File: src/rtl/rbi_pkg.sv
// rbi_pkg: shared types, opcodes and fixed-point constants for the integrator
// no dependencies
package rbi_pkg;
  localparam int FRAC_BITS_DEF = 16;
  localparam int DT_BITS = 16;
  localparam int NUM_REGS = 7;
  localparam int CFG_IDX_W = 3;
  localparam int QUEUE_DEPTH = 2;

  localparam logic [1:0] OP_GRAVITY = 2'd0;
  localparam logic [1:0] OP_FORCE   = 2'd1;
  localparam logic [1:0] OP_IMPULSE = 2'd2;
  localparam logic [1:0] OP_STEP    = 2'd3;

  localparam logic [CFG_IDX_W-1:0] REG_MASS    = 3'd0;
  localparam logic [CFG_IDX_W-1:0] REG_GRAV_EN = 3'd1;
  localparam logic [CFG_IDX_W-1:0] REG_GRAV    = 3'd2;
  localparam logic [CFG_IDX_W-1:0] REG_IS_BOX  = 3'd3;
  localparam logic [CFG_IDX_W-1:0] REG_HX      = 3'd4;
  localparam logic [CFG_IDX_W-1:0] REG_HY      = 3'd5;
  localparam logic [CFG_IDX_W-1:0] REG_HZ      = 3'd6;

  typedef struct packed {
    logic [1:0]         opcode;
    logic signed [31:0] vx;
    logic signed [31:0] vy;
    logic signed [31:0] vz;
    logic [15:0]        dt;
  } cmd_t;

  typedef struct packed {
    logic [31:0]        mass;
    logic               grav_en;
    logic signed [31:0] grav;
    logic               is_box;
    logic [31:0]        hx;
    logic [31:0]        hy;
    logic [31:0]        hz;
  } cfg_t;

  function automatic logic signed [31:0] sat32(input logic signed [65:0] v);
    if (v > 66'sd2147483647) return 32'sh7fffffff;
    if (v < -66'sd2147483648) return 32'sh80000000;
    return v[31:0];
  endfunction
endpackage

File: src/rtl/rbi_front.sv
// rbi_front: input acceptance and command queue
// depends on rbi_pkg
module rbi_front import rbi_pkg::*; (
  input  logic        clk,
  input  logic        rst_n,
  input  logic        in_valid,
  output logic        in_stall,
  input  cmd_t        in_cmd,
  output logic        q_valid,
  output cmd_t        q_cmd,
  input  logic        q_pop
);
  localparam int PW = $clog2(QUEUE_DEPTH);
  cmd_t mem_r [QUEUE_DEPTH];
  logic [PW-1:0] wp_r, rp_r;
  logic [PW:0] cnt_r;
  logic push;

  assign in_stall = (cnt_r == (PW+1)'(QUEUE_DEPTH));
  assign push = in_valid && !in_stall;
  assign q_valid = (cnt_r != '0);
  assign q_cmd = mem_r[rp_r];

  always_ff @(posedge clk) begin
    if (push) mem_r[wp_r] <= in_cmd;
    if (!rst_n) begin
      wp_r <= '0;
      rp_r <= '0;
      cnt_r <= '0;
    end else begin
      if (push) wp_r <= wp_r + 1'b1;
      if (q_pop) rp_r <= rp_r + 1'b1;
      cnt_r <= cnt_r + (PW+1)'(push) - (PW+1)'(q_pop);
    end
  end
endmodule

File: config.mk
export PLATFORM = sky130hd
export DESIGN_NAME = rbi_front
export DESIGN_NICKNAME = d
export VERILOG_FILES = /design/src/rtl/rbi_pkg.sv /design/src/rtl/rbi_front.sv
export SDC_FILE = /design/constraint.sdc
export NUM_CORES = 1
export LEC_CHECK = 0
export ABC_AREA = 1
export BUFFER_PORTS_ARGS = -buffer_cell sky130_fd_sc_hd__clkbuf_2
export CORE_ASPECT_RATIO = 0.9
export CORE_MARGIN = 8
export CORE_UTILIZATION = 49
export DETAILED_ROUTE_END_ITERATION = 7
export HOLD_SLACK_MARGIN = 0.05
export PLACE_DENSITY = 0.75
export SLEW_MARGIN = 25
export SYNTH_ARGS = -nofsm -noshare
export SYNTH_HDL_FRONTEND = slang
export SYNTH_SLANG_ARGS = --single-unit
File: constraint.sdc
create_clock -name clk -period 8.38 [get_ports clk]
set_input_delay 0.419 -clock clk [delete_from_list [all_inputs] [get_ports clk]]
set_output_delay 0.419 -clock clk [all_outputs]
set_load 0.005 [all_outputs]
==> results.sh, run 1 <==
export IMPL_outcome="complete, no violations"
export IMPL_track_usage_pct=14.5
export IMPL_critPathLaunchType="register"
export IMPL_report_final_hold_viol_count=0
export IMPL_detail_route_wl_per_cell_um=19.0
export IMPL_postPlaceCellArea_sq_um=10100
export IMPL_cts_tree="done"
export IMPL_ys_ff_latch=233
export IMPL_finalCriticalPeriod_ns=3.11
export IMPL_pwr_share_clk_pct=35.7
export IMPL_clock_root_buffer="clkbuf_16"
export IMPL_synth_fp_nets=510
export IMPL_cap_violations=0
export IMPL_yosysWarnings=0
export IMPL_p_int_mw=2.12
export IMPL_period_share_pct=37.1
export IMPL_drt_vias_per_instance=4.88
export IMPL_antenna_found_initial=0
export IMPL_p_sw_mw=0.578
export IMPL_coreArea_sq_um=17500
export IMPL_final_setup_tns_ns=0
export IMPL_via_count=4380
export IMPL_ys_seq_area_share_pct=79.8
export IMPL_hp_class="primary input to register"
export IMPL_crit_arrival_ns=2.69
export IMPL_grt_max_degree=65
export IMPL_synthesis_area_sq_um=8710
export IMPL_cts_hold_buf=0
export IMPL_setup_violations_final=0
export IMPL_clk_pin_slew_ns=0.06
export IMPL_drc=0
export IMPL_ant_nets=0
export IMPL_p_seq_share_pct=53.0
export IMPL_r2r_end="mem_r[1][27]"
export IMPL_pre_cts_slack_ns=5.51
export IMPL_slew_headroom_pct=42.4
export IMPL_hpwl_um=11900
export IMPL_postCtsSetupBuffers=0
export IMPL_layout_setup_ws_ns=5.27
export IMPL_ys_types=13
export IMPL_max_freq_mhz=321
export IMPL_cp_data_required_time_ns=7.96
export IMPL_clk_latency_ns=0.50
export IMPL_path_class="register to output port"
export IMPL_port_buffers=233
export IMPL_post_cts_resized=0
export IMPL_reg2reg_depth=5
export IMPL_initial_core_util_pct=49.8
export IMPL_drt_wl_total_um=17000
export IMPL_p_leak_nw=4.28
export IMPL_grt_pass1_wl_um=25300
export IMPL_grt_pass1_vias=4777
export IMPL_final_core_util_pct=61.9
export IMPL_clock_skew_ns=0.00923
export IMPL_worst_path_max_fanout=64
export IMPL_synthTopCellsByArea="edfxtp_1, mux2_4, mux2_2, dfxtp_1, buf_6"
export IMPL_p_per_area_nw_per_um2=249
export IMPL_dr_pass1_iters=4
export IMPL_cts_buffers=24
export IMPL_synth_top_area_share_pct=78.6
export IMPL_h_tree_depth=1
export IMPL_netlist_instances=390
export IMPL_drive_gt1_share_pct=58.8
export IMPL_fp_dieW_um=157
export IMPL_final_nets=760
export IMPL_n_antenna_cell=0
export IMPL_fp_dieH_um=142
export IMPL_pwr_share_comb_pct=11.2
export IMPL_top_level_ports=234
export IMPL_postSynthAreaPerCell_sq_um=22.3
export IMPL_syn_to_final_growth_pct=24.4
export IMPL_grt_ovfl_total=0
export IMPL_clock_path_buffers=3
export IMPL_p_sw_share_pct=21.4
export IMPL_dieArea_sq_um=22300
export IMPL_holdWs_ns=0.111
export IMPL_numClockSinks=233
export IMPL_gp_congestion=0.757
export IMPL_ir_drop_mv=0.169
export IMPL_yosysTopAreaCell="edfxtp_1"
export IMPL_drtIter0Drc=255
export IMPL_r2r_start="cnt_r[0]"
export IMPL_endpoint_kind="output port"
export IMPL_slew_viol_final=0
export IMPL_std_cell_rows=46
export IMPL_max_slew_worst_pin_slew_ns=0.865
export IMPL_rsz0062_at_grt="no"
export IMPL_fin_area_sq_um=10800
export IMPL_crit_end="q_cmd[18]"
export IMPL_r2r_setup_slack_ns=5.93
## Yosys cell counts (all sizes together)
library cell,n
dfxtp,5
nor2,6
a21oi,2
buf,13
nand3,2
nand2,10
inv,8
mux2,114
edfxtp,228
ha,2
## cell type report
class                   count  area [sq um]
clock buffers              29           641
clock inverters            14          86.3
fillers                  1290          6670
inverters                   8          32.5
multi-input cells         136          1620
flip-flops and latches    233          6950
well taps                 240           300
repair buffers            237          1200
## logic make-up (layout without fill, tap and decap cells)
family / after synthesis / in the layout / share of synthesized area, %
muxes: 114 / 114 / 17.3
DFF: 233 / 233 / 79.8
and+or+nand+nor: 18 / 18 / 0.805
buffers and inverters: 21 / 288 / 1.71
AOI/OAI and AO/OA: 2 / 2 / 0.115
adders and majority gates: 2 / 2 / 0.287
## how the worst min path moves through the flow
stage	from	to	cells past startpoint
after global routing	in_cmd[30]	mem_r[1][30]	1
after floorplan	rp_r	register	2
after global placement	rp_r	rp_r	2
after detailed placement	rp_r	rp_r	2
after CTS	in_cmd[30]	mem_r[0][30]	1
final	in_cmd[11]	mem_r[1][11]	1
## worst max-delay path, stage by stage, from the launching register on
cell and delay [ns]:
dfxtp_4 0.84, buf_6 0.67, mux2_2 0.42, clkbuf_2 0.12
## through the flow
stage,total power [mW],cells
floorplan,1.63,390
global placement,1.75,854
detailed placement,1.77,854
CTS,2.74,897
global route,2.80,897
finish,2.70,897
## state kept, by name, indices dropped and copies added, names as in the netlist, named ones only
signal  cells
mem_r     228
cnt_r       2
rp_r        1
wp_r        1
## cell usage in the layout, fill, tap and decap left out, drive strengths merged
cell type	synthesis	final
a21oi	2	2
nor2	6	6
clkbuf	0	262
mux2	114	114
edfxtp	228	228
nand3	2	2
inv	8	8
nand2	10	10
bufinv	0	1
buf	13	4
dfxtp	5	5
ha	2	2
clkinv	0	13
## power by group through the flow
stage / sequential (mW) / combinational, mW / clock (mW)
after floorplan: 1.45 / 0.176 / 0
after global placement: 1.45 / 0.302 / 0
after detailed placement: 1.46 / 0.310 / 0
after CTS: 1.43 / 0.311 / 0.993
after global routing: 1.44 / 0.330 / 1.03
final: 1.43 / 0.303 / 0.965
## layer usage
metal	vias up	routed length (um)	part of all wire [%]	global-route usage (%)
li1	2035	-	-	-
met1	2130	7060	42	17.9
met2	197	8070	47	24.3
met3	18	1670	9.8	5.25
met4	0	208	1.2	3.13
met5	-	0	0	0
Power figures use the tool's default switching activity.
==> run 2: changes to the inputs <==
- CORE_UTILIZATION: 49 -> 47
- clock period: 8.38 -> 2.7 ns (I/O delays scaled with it)
==> run 2 against run 1 <==
Flip-flop and latch count is the same; count of clock-buffer cells in the layout grew 4; setup slack lost 4.7 ns; total power grew to 3.2 times the previous value; register-to-register slack lost 4.9 ns; via count grew 12%; clock power grew to 3.2 times the previous value; largest cell class unchanged.
==> results.sh, run 2 (synthesis results as in run 1) <==
export IMPL_hpwl_um=12100
export IMPL_critPathLaunchType="register"
export IMPL_dr_pass1_iters=4
export IMPL_worstPathCellList="buf_4 -> mux2_2 -> clkbuf_2"
export IMPL_final_cell_mix="clkbuf_2, edfxtp_1, dlygate4sd3_1"
export IMPL_report_final_hold_viol_count=0
export IMPL_drt_wl_total_um=18900
export IMPL_cp_data_required_time_ns=2.57
export IMPL_drc=0
export IMPL_clk_pin_slew_ns=0.06
export IMPL_ir_drop_mv=0.554
export IMPL_h_tree_depth=1
export IMPL_top_level_ports=234
export IMPL_grt_pass1_vias=5447
export IMPL_fillers=1188
export IMPL_cap_violations=0
export IMPL_dieArea_sq_um=23100
export IMPL_p_per_area_nw_per_um2=714
export IMPL_crit_arrival_ns=1.96
export IMPL_grt_ovfl_total=0
export IMPL_pre_cts_slack_ns=1.09
export IMPL_drtIter0Drc=230
export IMPL_drive_gt1_share_pct=49.9
export IMPL_fp_dieW_um=159
export IMPL_holdWs_ns=0.358
export IMPL_slowest_stage="dfxtp_4"
export IMPL_slew_viol_final=0
export IMPL_final_nets=881
export IMPL_largest_register_ffs=228
export IMPL_worst_path_max_fanout=34
export IMPL_finalCriticalPeriod_ns=2.10
export IMPL_cts_buffers=25
export IMPL_ant_nets=0
export IMPL_coreArea_sq_um=18300
export IMPL_n_antenna_cell=0
export IMPL_fp_dieH_um=145
export IMPL_clk_latency_ns=0.50
export IMPL_top_regs="mem_r x228, cnt_r x2"
export IMPL_slowest_delay_ns=0.46
export IMPL_setup_violations_final=0
export IMPL_layout_commonest_cell="clkbuf_2"
export IMPL_seq_area_sq_um=6950
export IMPL_path_class="register to output port"
export IMPL_syn_to_final_growth_pct=39.1
export IMPL_port_buffers=233
export IMPL_std_cell_rows=47
export IMPL_r2r_setup_slack_ns=1.06
export IMPL_antenna_found_initial=0
export IMPL_endpoint_kind="output port"
export IMPL_clock_root_buffer="clkbuf_16"
export IMPL_max_freq_mhz=477
export IMPL_drt_vias_per_instance=4.78
export IMPL_p_leak_nw=4.79
export IMPL_track_usage_pct=15.8
export IMPL_cts_tree="done"
export IMPL_initial_core_util_pct=47.6
export IMPL_period_share_pct=77.6
export IMPL_rsz0062_at_grt="no"
export IMPL_gp_congestion=0.745
export IMPL_largest_register="mem_r"
export IMPL_outcome="complete, no violations"
export IMPL_detail_route_wl_per_cell_um=18.5
export IMPL_multi_input_area_sq_um=1620
export IMPL_grt_max_degree=61
export IMPL_numClockSinks=233
export IMPL_grt_pass1_wl_um=29500
export IMPL_final_setup_tns_ns=0
export IMPL_via_count=4893
export IMPL_clock_skew_ns=0.0137
export IMPL_slew_headroom_pct=67.8
export IMPL_r2r_start="cnt_r[0]"
export IMPL_hp_class="primary input to register"
export IMPL_clock_path_buffers=3
export IMPL_hold_start="in_cmd[38]"
export IMPL_max_slew_worst_pin_slew_ns=0.484
export IMPL_layout_setup_ws_ns=0.604
## run 2: changes by cell type in the layout (fill, tap and decap cells not counted), moves of 2 or more
| cell | change |
|---|---|
| buf_12 | +5 |
| clkbuf_1 | +3 |
| clkinv_2 | -4 |
| clkinvlp_4 | +2 |
| dlygate4sd3_1 | +117 |
## run 2: layout make-up
type                       count  area share [%]
tap                          245            2.53
timing repair buffer         357            20.2
multi-input combinational    136            13.4
sequential                   233            57.4
clock buffer                  33            5.50
clock inverter                11           0.671
inverter                       8           0.279
## run 2: worst max-delay path, delay by kind of cell (launching register included)
family | cells | cell delay, ns
DFF | 1 | 0.46
muxes | 1 | 0.41
buffers and inverters | 2 | 0.57
## run 2: final timing paths
path	cells past startpoint	endpoint
setup / recovery	3	q_cmd[40]
hold / removal	2	mem_r[1][38]
setup reg to reg	10	cnt_r[1]
hold reg to reg	2	register
## run 2: repair_timing
item | CTS | global route
hold buffers | 117 | 0
hold endpoints to repair | 233 | 0
resized for setup | 0 | 0
setup buffers | 0 | 0
## run 2: routing by layer
layer	GRT usage, %	wire length (um)	vias up
li1	-	-	2275
met2	28.1	9430	194
met3	5.15	1400	28
met5	0	0	-
met4	3.96	417	0
met1	18.1	7680	2396
## run 2: stage by stage
step	cell area, sq um	power [mW]	utilization (%)	std cells
floorplan	8720	5.03	-	390
global placement	10200	5.46	55.7	862
detailed placement	10200	5.51	55.7	862
CTS	12100	8.73	66.2	1023
global route	12100	8.96	66.2	1023
finish	12100	8.65	66.2	1023
## run 2: report_power, final
part	internal [mW]	switching, mW
Sequential	4.34	0.0807
Combinational	0.606	0.536
Clock	1.82	1.27
==> run 3: changes to the inputs <==
- CORE_UTILIZATION: 47 -> 49
- clock period: 2.7 -> 1.99 ns (I/O delays scaled with it)
==> run 3 against run 2 <==
Worst hold slack got worse by 0.030 ns; global-route usage increased by 1.6 points; register-to-register slack got worse by 0.51 ns; critical path type unchanged; sequential power increased by 36%; critical path depth unchanged; design area increased by 1.3%; clock power increased by 50%; first-iteration DRC count decreased by 12%; final cell count unchanged; flip-flop and latch count unchanged; clock skew decreased by 0.0024 ns.
==> results.sh, run 3 (synthesis results as in run 1) <==
export IMPL_numClockSinks=233
export IMPL_p_per_area_nw_per_um2=998
export IMPL_final_nets=885
export IMPL_max_slew_worst_pin_slew_ns=0.363
export IMPL_largest_register_ffs=228
export IMPL_slew_headroom_pct=75.8
export IMPL_ant_nets=0
export IMPL_cap_violations=0
export IMPL_grt_pass1_vias=5492
export IMPL_r2r_setup_slack_ns=0.55
export IMPL_finalCriticalPeriod_ns=1.80
export IMPL_final_cell_mix="clkbuf_2, edfxtp_1, dlygate4sd3_1"
export IMPL_dr_pass1_iters=4
export IMPL_clock_root_buffer="clkbuf_16"
export IMPL_min_to="mem_r[0][23]"
export IMPL_grt_ovfl_total=0
export IMPL_p_sw_share_pct=21.2
export IMPL_cts_buffers=25
export IMPL_port_buffers=233
export IMPL_fp_dieH_um=142
export IMPL_drt_wl_total_um=19900
export IMPL_fp_dieW_um=157
export IMPL_gp_congestion=0.742
export IMPL_min_path_cells=2
export IMPL_clk_pin_slew_ns=0.06
export IMPL_pwr_share_clk_pct=38.0
export IMPL_std_cell_rows=46
export IMPL_max_freq_mhz=556
export IMPL_holdWs_ns=0.329
export IMPL_fin_cells=1023
export IMPL_antenna_found_initial=1
export IMPL_outcome="complete, no violations"
export IMPL_clock_skew_ns=0.0112
export IMPL_layout_commonest_cell="clkbuf_2"
export IMPL_report_final_hold_viol_count=0
export IMPL_r2r_start="cnt_r[0]"
export IMPL_detail_route_wl_per_cell_um=19.4
export IMPL_cp_data_required_time_ns=1.89
export IMPL_largest_register="mem_r"
export IMPL_endpoint_kind="output port"
export IMPL_crit_arrival_ns=1.70
export IMPL_drt_vias_per_instance=4.80
export IMPL_pwr_share_comb_pct=13.0
export IMPL_dieArea_sq_um=22300
export IMPL_via_count=4907
export IMPL_p_int_mw=9.65
export IMPL_p_seq_share_pct=49.0
export IMPL_drtIter0Drc=203
export IMPL_grt_max_degree=64
export IMPL_rsz0062_at_grt="no"
export IMPL_finalPower_mw=12.2
export IMPL_fillers=1078
export IMPL_drc=0
export IMPL_worst_path_max_fanout=28
export IMPL_p_leak_nw=4.87
export IMPL_drive_gt1_share_pct=51.3
export IMPL_hpwl_um=12500
export IMPL_track_usage_pct=17.4
export IMPL_coreArea_sq_um=17500
export IMPL_p_sw_mw=2.59
export IMPL_cts_tree="done"
export IMPL_clk_latency_ns=0.50
export IMPL_setup_violations_final=0
export IMPL_initial_core_util_pct=49.8
export IMPL_r2r_end="cnt_r[1]"
export IMPL_hp_class="primary input to register"
export IMPL_reg2reg_depth=10
export IMPL_hold_start="in_cmd[23]"
export IMPL_critPathLaunchType="register"
export IMPL_period_share_pct=90.4
export IMPL_top_regs="mem_r x228, cnt_r x2"
export IMPL_path_class="register to output port"
export IMPL_syn_to_final_growth_pct=40.9
export IMPL_top_level_ports=234
export IMPL_slew_viol_final=0
export IMPL_h_tree_depth=1
export IMPL_clock_path_buffers=3
export IMPL_place_inst=858
export IMPL_grt_pass1_wl_um=30000
export IMPL_ir_drop_mv=0.742
## run 3: worst max-delay path by stage
stage / from / to / cells after the start
after global placement: register / q_cmd[91] / 3
after global routing: register / q_cmd[18] / 3
after CTS: register / q_cmd[64] / 3
after detailed placement: register / q_cmd[64] / 3
after floorplan: cnt_r[0] / mem_r[0][0] / 4
final: register / q_cmd[103] / 3
## run 3: timing repair
action | in CTS | in global routing
hold endpoints to repair | 233 | 0
setup buffers | 1 | 2
pin swaps | 0 | 0
gates resized for setup | 0 | 0
setup endpoints to repair | 74 | 14
hold buffers | 117 | 0
## run 3: power groups by stage
stage	clock, mW	combinational (mW)	sequential, mW
3_3_place_gp	0	1.35	6.09
6_report	4.65	1.59	6.00
3_5_place_dp	0	1.38	6.11
2_1_floorplan	0	0.752	6.08
4_1_cts	4.76	1.59	6.01
5_1_grt	4.95	1.72	6.04
## run 3: metal layers
metal | share of wire [%] | GRT usage (%) | wire, um
met5 | 0 | 0 | 0
met4 | 2.3 | 5.05 | 449
met3 | 9.4 | 6.22 | 1860
met2 | 50 | 30.3 | 9860
met1 | 39 | 19.8 | 7720
## run 3: final cells by class
type	instances	area (sq um)	share of cell area, %
timing repair buffer	361	2510	20.5
inverter	8	33.8	0.275
multi-input combinational	136	1640	13.3
tap	240	300	2.45
clock inverter	17	204	1.66
sequential	233	6950	56.6
antenna	1	2.50	0.0204
clock buffer	27	633	5.16
## run 3: per-stage QoR
stage,setup TNS (ns),utilization (%),area [sq um],setup slack (ns)
3_5_place_dp,0,58.5,10200,0.467
6_report,0,70.1,12300,0.190
4_1_cts,0,70.0,12300,0.0302
2_1_floorplan,-137.70,-,8740,-0.619
5_1_grt,0,70.1,12300,0.0983
3_3_place_gp,0,58.5,10200,0.483
## run 3: critical path, cell delays in order, from the launching register on
cell	delay, ns
dfxtp_4	0.45
buf_12	0.23
mux2_2	0.38
clkbuf_2	0.13
